`config.mk`:
```
export PLATFORM = sky130hd
export DESIGN_NAME = utf8_to_ascii_transliterator
export DESIGN_NICKNAME = d
export VERILOG_FILES = /design/src/u2a_pkg.sv /design/src/u2a_decode.sv /design/src/u2a_outq.sv /design/src/utf8_to_ascii_transliterator.sv
export SDC_FILE = /design/constraint.sdc
export NUM_CORES = 1
export LEC_CHECK = 0
export BUFFER_PORTS_ARGS = -buffer_cell sky130_fd_sc_hd__buf_4
export CORE_MARGIN = 4
export CORE_UTILIZATION = 61
export CTS_BUF_LIST = sky130_fd_sc_hd__clkbuf_16
export DETAILED_ROUTE_END_ITERATION = 10
export PLACE_DENSITY = 0.8
export SYNTH_ARGS = -nofsm -noshare
export SYNTH_HDL_FRONTEND = slang
export SYNTH_HIERARCHICAL = 1
export SYNTH_SLANG_ARGS = --single-unit
```
`constraint.sdc`:
```
create_clock -name clk -period 4.6 [get_ports clk]
set_input_delay 0.23 -clock clk [delete_from_list [all_inputs] [get_ports clk]]
set_output_delay 0.23 -clock clk [all_outputs]
set_load 0.03 [all_outputs]
```
`src/u2a_pkg.sv`:
```
`default_nettype none
// ----------------------------------------------------------------------------
// u2a_pkg: shared types and helpers for the UTF-8 to ASCII transliterator
// Result item type, per-item step record and the code point mapping table.
// ----------------------------------------------------------------------------
package u2a_pkg;

	localparam int unsigned QueueDepth = 4;

	localparam logic [7:0] CAP_RESET = 8'd64;

	localparam logic [6:0] CH_APOS  = 7'h27;
	localparam logic [6:0] CH_QUOTE = 7'h22;
	localparam logic [6:0] CH_DASH  = 7'h2D;
	localparam logic [6:0] CH_DOT   = 7'h2E;
	localparam logic [6:0] CH_UNK   = 7'h3F;

	typedef struct packed {
		logic [6:0] ch;
		logic       is_end;
	} res_t;

	typedef struct packed {
		logic [1:0] n;
		res_t       r0;
		res_t       r1;
	} step_t;

	function automatic logic [6:0] map_code(input logic [20:0] cp);
		logic [6:0] ch;
		unique case (cp)
			21'h02018, 21'h02019: ch = CH_APOS;
			21'h0201C, 21'h0201D: ch = CH_QUOTE;
			21'h02013, 21'h02014: ch = CH_DASH;
			21'h02026:            ch = CH_DOT;
			default:              ch = CH_UNK;
		endcase
		return ch;
	endfunction

endpackage
`default_nettype wire

```
`src/u2a_decode.sv`:
```
`default_nettype none
// ----------------------------------------------------------------------------
// u2a_decode: UTF-8 sequence decoder and capacity tracker
// Holds the per-string state and turns one registered byte into up to two
// result items.
// ----------------------------------------------------------------------------
module u2a_decode (
	input  wire              clk,
	input  wire              arst_n,
	input  wire              fire,
	input  wire  [7:0]       byte_s1,
	input  wire  [7:0]       cap,
	output u2a_pkg::step_t   step
);
	import u2a_pkg::*;

	logic [7:0]  cnt_q, nxt_cnt, cnt_inc, limit;
	logic [20:0] acc_q, nxt_acc, acc_shift;
	logic [1:0]  pend_q, nxt_pend;
	logic        closed_q, nxt_closed;
	logic        at_limit, cont, emit, clear;
	logic [6:0]  emit_ch;

	always_comb begin
		nxt_cnt    = cnt_q;
		nxt_acc    = acc_q;
		nxt_pend   = pend_q;
		nxt_closed = closed_q;
		step       = '0;
		emit       = 1'b0;
		emit_ch    = '0;
		clear      = 1'b0;
		limit      = (cap == 8'd0) ? 8'd0 : cap - 8'd1;
		at_limit   = cnt_q >= limit;
		cont       = byte_s1[7:6] == 2'b10;
		acc_shift  = {acc_q[14:0], byte_s1[5:0]};
		cnt_inc    = cnt_q + 8'd1;
		priority if (closed_q) begin
			clear = byte_s1 == 8'd0;
		end else if (at_limit) begin
			step.n      = 2'd1;
			step.r0     = '{ch: '0, is_end: 1'b1};
			nxt_closed  = 1'b1;
			nxt_acc     = '0;
			nxt_pend    = '0;
			clear       = byte_s1 == 8'd0;
		end else if (pend_q != 2'd0 && cont) begin
			nxt_acc  = acc_shift;
			nxt_pend = pend_q - 2'd1;
			if (pend_q == 2'd1) begin
				emit    = 1'b1;
				emit_ch = map_code(acc_shift);
				nxt_acc = '0;
			end
		end else begin
			nxt_acc  = '0;
			nxt_pend = '0;
			priority if (byte_s1 == 8'd0) begin
				step.n  = 2'd1;
				step.r0 = '{ch: '0, is_end: 1'b1};
				clear   = 1'b1;
			end else if (!byte_s1[7]) begin
				emit    = 1'b1;
				emit_ch = byte_s1[6:0];
			end else if (byte_s1[7:5] == 3'b110) begin
				nxt_acc  = {16'd0, byte_s1[4:0]};
				nxt_pend = 2'd1;
			end else if (byte_s1[7:4] == 4'b1110) begin
				nxt_acc  = {17'd0, byte_s1[3:0]};
				nxt_pend = 2'd2;
			end else if (byte_s1[7:3] == 5'b11110) begin
				nxt_acc  = {18'd0, byte_s1[2:0]};
				nxt_pend = 2'd3;
			end else begin
				// stray byte: dropped
				nxt_pend = 2'd0;
			end
		end
		if (emit) begin
			step.n  = 2'd1;
			step.r0 = '{ch: emit_ch, is_end: 1'b0};
			nxt_cnt = cnt_inc;
			if (cnt_inc >= limit) begin
				step.n     = 2'd2;
				step.r1    = '{ch: '0, is_end: 1'b1};
				nxt_closed = 1'b1;
			end
		end
		if (clear) begin
			nxt_cnt    = '0;
			nxt_acc    = '0;
			nxt_pend   = '0;
			nxt_closed = 1'b0;
		end
	end

	always_ff @(posedge clk or negedge arst_n) begin
		if (!arst_n) begin
			cnt_q    <= '0;
			acc_q    <= '0;
			pend_q   <= '0;
			closed_q <= 1'b0;
		end else if (fire) begin
			cnt_q    <= nxt_cnt;
			acc_q    <= nxt_acc;
			pend_q   <= nxt_pend;
			closed_q <= nxt_closed;
		end
	end

`ifndef SYNTH
	a_closed_silent: assert property (@(posedge clk) disable iff (!arst_n)
		fire && closed_q |-> step.n == 2'd0)
		else $error("item produced after terminator");
	a_n_range: assert property (@(posedge clk) disable iff (!arst_n)
		fire |-> step.n != 2'd3)
		else $error("too many results for one item");
	a_pair_ends: assert property (@(posedge clk) disable iff (!arst_n)
		fire && step.n == 2'd2 |=> closed_q)
		else $error("terminator pair did not close string");
`endif

endmodule
`default_nettype wire

```
`src/u2a_outq.sv`:
```
`default_nettype none
// ----------------------------------------------------------------------------
// u2a_outq: result queue
// Small queue taking up to two result items per cycle while it has room and giving one while out_stall is low.
// ----------------------------------------------------------------------------
module u2a_outq (
	input  wire              clk,
	input  wire              arst_n,
	input  wire              push,
	input  u2a_pkg::step_t   step,
	output logic             room,
	output logic             out_valid,
	input  wire              out_stall,
	output logic [6:0]       ascii_char,
	output logic             is_end
);
	import u2a_pkg::*;

	localparam int unsigned PtrW = $clog2(QueueDepth);
	localparam int unsigned CntW = $clog2(QueueDepth + 1);

	res_t            mem_q [QueueDepth];
	logic [PtrW-1:0] wr_q, rd_q;
	logic [CntW-1:0] cnt_q, n_push;
	logic            pop;

	assign out_valid  = cnt_q != '0;
	assign pop        = out_valid && !out_stall;
	assign room       = cnt_q <= CntW'(QueueDepth - 2);
	assign n_push     = push ? CntW'(step.n) : '0;
	assign ascii_char = mem_q[rd_q].ch;
	assign is_end     = mem_q[rd_q].is_end;

	always_ff @(posedge clk) begin
		if (push && step.n != 2'd0)
			mem_q[wr_q] <= step.r0;
		if (push && step.n == 2'd2)
			mem_q[wr_q + PtrW'(1)] <= step.r1;
	end

	always_ff @(posedge clk or negedge arst_n) begin
		if (!arst_n) begin
			wr_q  <= '0;
			rd_q  <= '0;
			cnt_q <= '0;
		end else begin
			wr_q  <= wr_q + PtrW'(n_push);
			rd_q  <= rd_q + PtrW'(pop);
			cnt_q <= cnt_q + n_push - CntW'(pop);
		end
	end

`ifndef SYNTH
	a_no_overflow: assert property (@(posedge clk) disable iff (!arst_n)
		cnt_q <= CntW'(QueueDepth))
		else $error("result queue overflow");
	a_push_room: assert property (@(posedge clk) disable iff (!arst_n)
		push |-> room)
		else $error("push without room");
	a_ptr_track: assert property (@(posedge clk) disable iff (!arst_n)
		PtrW'(wr_q - rd_q) == PtrW'(cnt_q))
		else $error("queue pointers disagree with count");
`endif

endmodule
`default_nettype wire

```
`src/utf8_to_ascii_transliterator.sv`:
```
`default_nettype none
// ----------------------------------------------------------------------------
// utf8_to_ascii_transliterator: UTF-8 byte stream to ASCII characters
// Usage:
//  Input channel (in_valid, in_stall, in_byte) takes one UTF-8 byte per item;
//  a zero byte ends the string. Output channel (out_valid, out_stall,
//  ascii_char, is_end) gives ASCII characters and one terminator item
//  (is_end = 1, ascii_char = 0) per string. A byte may cause zero, one or
//  two result items.
//  Throughput: one byte per cycle while the receiver keeps up; the four-entry
//  result queue sets the rate when two results follow one byte.
//  Path: an accepted byte is held in the input register, then decoded into
//  the result queue, whose head drives the output.
//  A stalled receiver fills the queue; the input register then holds its byte
//  and in_stall rises until two entries are free again.
//  cfg_valid/cfg_ready/cfg_data write out_capacity (terminator included);
//  cfg_ready is always high. Write only while the block is idle.
//  Reset clears the string state and queue and sets out_capacity to 64.
// ----------------------------------------------------------------------------
module utf8_to_ascii_transliterator (
	input  wire        clk,
	input  wire        arst_n,
	input  wire        in_valid,
	output logic       in_stall,
	input  wire  [7:0] in_byte,
	output logic       out_valid,
	input  wire        out_stall,
	output logic [6:0] ascii_char,
	output logic       is_end,
	input  wire        cfg_valid,
	output logic       cfg_ready,
	input  wire  [7:0] cfg_data
);
	import u2a_pkg::*;

	logic       valid_s1;
	logic [7:0] byte_s1;
	logic [7:0] cap_q;
	logic       room, fire;
	step_t      step;

	assign cfg_ready = 1'b1;
	assign fire      = valid_s1 && room;
	assign in_stall  = valid_s1 && !room;

	always_ff @(posedge clk or negedge arst_n) begin
		if (!arst_n) begin
			cap_q    <= CAP_RESET;
			valid_s1 <= 1'b0;
		end else begin
			if (cfg_valid && cfg_ready)
				cap_q <= cfg_data;
			if (!in_stall)
				valid_s1 <= in_valid;
		end
	end

	always_ff @(posedge clk) begin
		if (in_valid && !in_stall)
			byte_s1 <= in_byte;
	end

	u2a_decode u_decode (
		.clk     (clk),
		.arst_n  (arst_n),
		.fire    (fire),
		.byte_s1 (byte_s1),
		.cap     (cap_q),
		.step    (step)
	);

	u2a_outq u_outq (
		.clk        (clk),
		.arst_n     (arst_n),
		.push       (fire),
		.step       (step),
		.room       (room),
		.out_valid  (out_valid),
		.out_stall  (out_stall),
		.ascii_char (ascii_char),
		.is_end     (is_end)
	);

`ifndef SYNTH
	a_hold_s1: assert property (@(posedge clk) disable iff (!arst_n)
		in_stall |=> valid_s1 && $stable(byte_s1))
		else $error("held byte lost");
	a_stall_only_full: assert property (@(posedge clk) disable iff (!arst_n)
		in_stall |-> valid_s1)
		else $error("stall without pending byte");
	a_out_hold: assert property (@(posedge clk) disable iff (!arst_n)
		out_valid && out_stall |=> out_valid && $stable(ascii_char) && $stable(is_end))
		else $error("stalled result changed");
`endif

endmodule
`default_nettype wire

```
Yosys cells after proc, flatten, opt, wreduce, memory -nomap -nowiden
Memory sizes are Yosys's and may differ from the RTL's.
Cells that the tools add are included.
{ "classes": {"add_sub_neg": 8, "reduce_logical": 21, "n_eq_ne": 14, "n_mux": 56, "magnitude_cmp": 3} }
{ "op_table": {"columns": ["cell", "n"], "rows": [
  ["21-bit by 14-bit == test with 1-bit output (second input constant)", 7],
  ["15-bit two-way mux", 8],
  ["7-bit two-way mux", 6],
  ["10-bit two-way mux", 3],
  ["8-bit two-way mux", 3],
  ["2-bit two-way mux", 11],
  ["1-bit two-way mux", 20],
  ["5-bit one-hot mux with 4 select lines", 1],
  ["18-bit two-way mux", 1],
  ["8-bit >= comparator", 2],
  ["8-bit zero test", 2],
  ["9-bit two-way mux", 1],
  ["8-bit by 1-bit adder with 8-bit output (second input constant)", 1],
  ["8-bit by 1-bit subtractor with 8-bit output (second input constant)", 1],
  ["1-bit logical AND", 7],
  ["2-bit nonzero test", 3],
  ["2-bit OR reduction", 3],
  ["5-bit == test (second input constant)", 1],
  ["2-bit == test (second input constant)", 2],
  ["4-bit == test (second input constant)", 1],
  ["4-bit two-way mux", 1],
  ["2-bit AND reduction", 2],
  ["3-bit adder", 1],
  ["3-bit == test (second input constant)", 1],
  ["other kinds (11)", 13]
]} }
{ "word_totals": {"input_bits": 21, "mem_bits_rw": 32, "reg_bits": 50, "elab_cells": 113, "out_inout_bits": 11, "n_memories": 1} }
{ "mem_list": {"columns": ["name", "words", "width", "rd", "rd_clocked_by_memory_dff", "wr", "line", "source"], "rows": [
  ["u_outq.mem_q", 4, 8, 1, 0, 2, "u2a_outq.sv:22", "res_t mem_q [QueueDepth];"]
]} }

Logic depth before layout (Yosys ltp)
{ "depth": {"word_depth": 12, "depth_mapped": 20, "mapped_depth_nobuf": 20} }

Cells and area by module
Netlist, hierarchy kept.
{ "by_module_without_submodules": {"columns": ["mod", "cells_per_inst", "area_each_um2", "n_inst"], "rows": [
  ["u2a_decode", 240, 2149.6, 1],
  ["u2a_outq", 124, 2077.0, 1],
  ["utf8_to_ascii_transliterator", 33, 638.1, 1]
]} }

Worst setup path after synthesis
OpenSTA, ideal clock, no wires.
{ "synth_path": {"path_type": "register -> register", "from": "reg cap_q[0]", "to": "reg u_outq.cnt_q[2]", "t_required_ns": 4.477, "path_buffers": 1, "path_slack_ns": 0.568, "t_arrival_ns": 3.909, "path_stages_with_launch": 19, "path_cell_list": "dfrtp_1 inv_1 ha_1 nand2b_1 nor4_1 xor2_1 nand2_1 ha_1 a21o_1 a221oi_2 and3_1 nand2_1 nor2_1 buf_4 nand2_1 ha_1 fa_1 xor2_1 xnor2_1"} }
{ "synth_lines": {"columns": ["element", "line", "source"], "rows": [
  ["from (decl)", "utf8_to_ascii_transliterator.sv:38", "logic [7:0] cap_q;"],
  ["from (signal assigned)", "utf8_to_ascii_transliterator.sv:52", "cap_q <= cfg_data;"],
  ["to (signal assigned)", "u2a_outq.sv:49", "cnt_q <= cnt_q + n_push - CntW'(pop);"],
  ["to (decl)", "u2a_outq.sv:24", "logic [CntW-1:0] cnt_q, n_push;"]
]} }

==> impl_metrics.toml <==
[hold_path]
whs_path_depth = 1
min_from = "in_byte[1]"
holdPathEnd = "byte_s1[1]"
hp-class = "input port to flop"

[critical_path]
rr_endpoint = "u_outq/cnt_q[2]"
worstPathMaxFanout = 7
max_stage_delay_ns = 0.43
critPathBufInv = 1
cp_cell_sequence = "nor4_2 -> nand3_1 -> nand2b_1 -> ha_1 -> nor2b_1 -> o211a_1 -> o311ai_4 -> and2_1 -> nand2_1 -> o21ai_2 -> nand2_1 -> xnor2_1 -> ha_1 -> inv_1 -> fa_1 -> xor2_1 -> xnor2_1"
cp-end-kind = "flop"
rrSetupSlack_ns = 0.34
crit_slowest_cell = "dfrtp_1"
path_depth = 17
cp.arrival_ns = 4.51
rr_startpoint = "cap_q[5]"
worstSetupStartpointType = "flop"
worstSetupPathType = "flop to flop"
r2r_cells = 17
cp.required_ns = 4.85
startpoint = "cap_q[5]"
path_delay_family = "simple AND/OR/NAND/NOR gates"

[detailed_routing]
drcViolationCount = 0
dr.pass1.iters = 5
viasPerCell = 6.13
postRouteAntennaNets = 0
vias = 3299
wl_per_cell_um = 18.7
wirelength_um = 10000
drtIter0Drc = 196

[power_and_ir_drop]
vdd.ir_drop.worst_mv = 0.321
p_leak_nw = 2.33
p_per_area_nw_per_um2 = 509
p_total_w = 0.00279

[job]
cap_violations = 0

[sta]
whs_ns = 0.0707
min_period_ns = 4.26
setup_tns_ns = 0
max_freq_mhz = 235
hold_violations = 0
clock_skew_ns = 0.00685
finalSetupViolCount = 0
tightest_slew_ns = 0.609
timing.final.crit_share_pct = 92.6
slew_headroom_pct = 59.4
slew_violations = 0
rsz0062_at_grt = "no"

[global_route]
antenna_found_initial = 0
gr-total-overflow = 0
grt_pass1_wl_um = 16800
first_global_vias = 3366
grt_max_degree = 43
grt_usage_pct = 22.2

[yosys]
ys_ff_latch = 82
ys_warn_count = 6
yosysTopAreaCell = "edfxtp_1"
synth-main-ff-cell = "dfrtp_1"
seq_area_frac_synth_pct = 46.3
syn_area_um2 = 4860
synth.area.top_cells = "edfxtp_1 25%, dfrtp_1 21%, mux2_4 7.4%"
synth_edf_count = 40
yosysUniqueCellTypes = 66
synth-async-reset-ratio_pct = 51.2
synth_top_area_share_pct = 24.7
syn_avg_cell_area_um2 = 12.3
synth_cells = 397

[layout]
fin_nets = 477
final_cell_area_um2 = 5470
drive_above_1_share_pct = 26.1
layoutNonFillerInstCount = 538
antenna_cells = 0
syn2layout_area_growth_pct = 12.5

[clocking]
clkLatencyLatePin_ns = 0.33
cts_made_buffers = 9
clock_sinks = 82
cts-root-buf = "clkbuf_16"
clkTransAtPathRegs_ns = 0.06
post_cts_buffers = 0
h-tree-depth = 3
cts_tree = "done"
clockBufferDepth = 2

[die]
die_area_um2 = 9470
die_height_um = 97.3
initial_utilization_pct = 63.0
coreArea_um2 = 7730
num_rows = 32
die_w_um = 97.3
io_pins = 32

[place]
port_buffers = 30
dp_hpwl_um = 6940
place_congestion = 0.920
dp_cells = 521
dpl-instance-area_um2 = 5150

[outcome]
status = "finished clean"
[placed cells by master (no fill, tap or decap), drive strengths merged, types with 4 or more instances in the layout]
| cell | count |
|---|---|
| dfrtp | 41 |
| mux2 | 41 |
| edfxtp | 40 |
| buf | 38 |
| nand2 | 26 |
| nor2 | 24 |
| ha | 24 |
| inv | 18 |
| a22o | 16 |
| a21oi | 13 |
| xor2 | 11 |
| nor4 | 10 |
| clkbuf | 9 |
| nor3 | 9 |
| nand3 | 9 |
| conb | 8 |
| xnor2 | 8 |
| mux4 | 8 |
| nand2b | 7 |
| nor2b | 6 |
| o21ai | 6 |
| and2 | 5 |
| and3 | 5 |
| a21o | 4 |
| nand4 | 4 |
[state kept, by name (all words and copies together) (netlist names)]
signal	count
u_outq/mem_q	32
u_decode/acc_q	15
byte_s1	8
cap_q	8
u_decode/cnt_q	8
u_outq/cnt_q	3
u_decode/pend_q	2
u_outq/rd_q	2
u_outq/wr_q	2
u_decode/closed_q	1
valid_s1	1
[metal layers]
layer	vias up	part of all wire (%)	global-route usage, %
met5	-	0	0
met4	0	1.6	6.07
met3	14	4.0	4.95
met2	95	53	37.7
met1	1650	42	28.9
li1	1540	-	-
[worst reg2reg max path: cells and delay by family, from the launching register on]
kind | cells | cell delay, ns
compound gates | 3 | 0.75
xor+xnor | 3 | 0.55
fa+ha+maj | 3 | 0.80
buf+inv | 1 | 0.04
flops | 1 | 0.43
simple gates | 7 | 1.61
[synth_stat cells (4+ instances only)]
| library cell | count |
|---|---|
| a22o_1 | 16 |
| nor3_1 | 9 |
| nor2b_1 | 5 |
| nand2b_1 | 7 |
| buf_2 | 7 |
| nand2_1 | 24 |
| nor4_1 | 9 |
| mux4_2 | 8 |
| mux2_2 | 12 |
| mux2_1 | 5 |
| a21o_1 | 4 |
| nand4_1 | 4 |
| a21oi_1 | 12 |
| nor2_1 | 24 |
| and3_1 | 4 |
| nand3_1 | 7 |
| and2_1 | 5 |
| xor2_1 | 11 |
| inv_1 | 16 |
| o21ai_0 | 5 |
| buf_4 | 9 |
| ha_1 | 24 |
| mux2_4 | 24 |
| dfrtp_1 | 41 |
| xnor2_1 | 8 |
| edfxtp_1 | 40 |
[worst max path at each step]
stage                                 end
final                     u_outq/cnt_q[2]
after global routing      u_outq/cnt_q[2]
after CTS                 u_outq/cnt_q[2]
after detailed placement  u_outq/cnt_q[2]
after global placement    u_outq/cnt_q[2]
after floorplan           u_outq/cnt_q[2]
[through the flow]
| step | setup slack [ns] | utilization [%] |
|---|---|---|
| after CTS | 0.167 | 70.5 |
| after floorplan | 0.568 | - |
| after detailed placement | 0.253 | 66.7 |
| after global routing | 0.0847 | 70.8 |
| after global placement | 0.467 | 66.7 |
| final | 0.341 | 70.8 |
[report_power, final]
group          switching, W  internal (W)
logic              0.000544      0.000454
clock network      0.000279      0.000414
registers          0.000185      0.000910
total               0.00101       0.00178
[logic make-up (layout without fill, tap and decap cells)]
| logic type | Yosys count | count (layout) | synth area share (%) |
|---|---|---|---|
| muxes | 49 | 49 | 15.0 |
| other | 2 | 8 | 0.154 |
| and+or+nand+nor | 116 | 116 | 13.4 |
| adders and majority gates | 25 | 25 | 6.58 |
| DFF | 82 | 82 | 46.3 |
| xor gates and xnor gates | 19 | 19 | 3.42 |
| AOI/OAI and AO/OA | 66 | 66 | 10.8 |
| buffers and inverters | 38 | 71 | 4.27 |
[final cells by class]
class,instances,area [um^2]
clock buffer,9,225
clock inverter,7,61.3
fill,534,2250
inverter,16,60.1
multi-input combinational,283,2450
sequential,82,2250
tap,102,128
timing repair buffer,39,295
[repair_timing]
action                                  4_1_cts  5_1_grt
endpoints found under the setup margin        0        9
hold endpoints to repair                     41        0
resized for setup                             0        6
hold buffers                                  1        0
(Power assumes the default switching activity.)
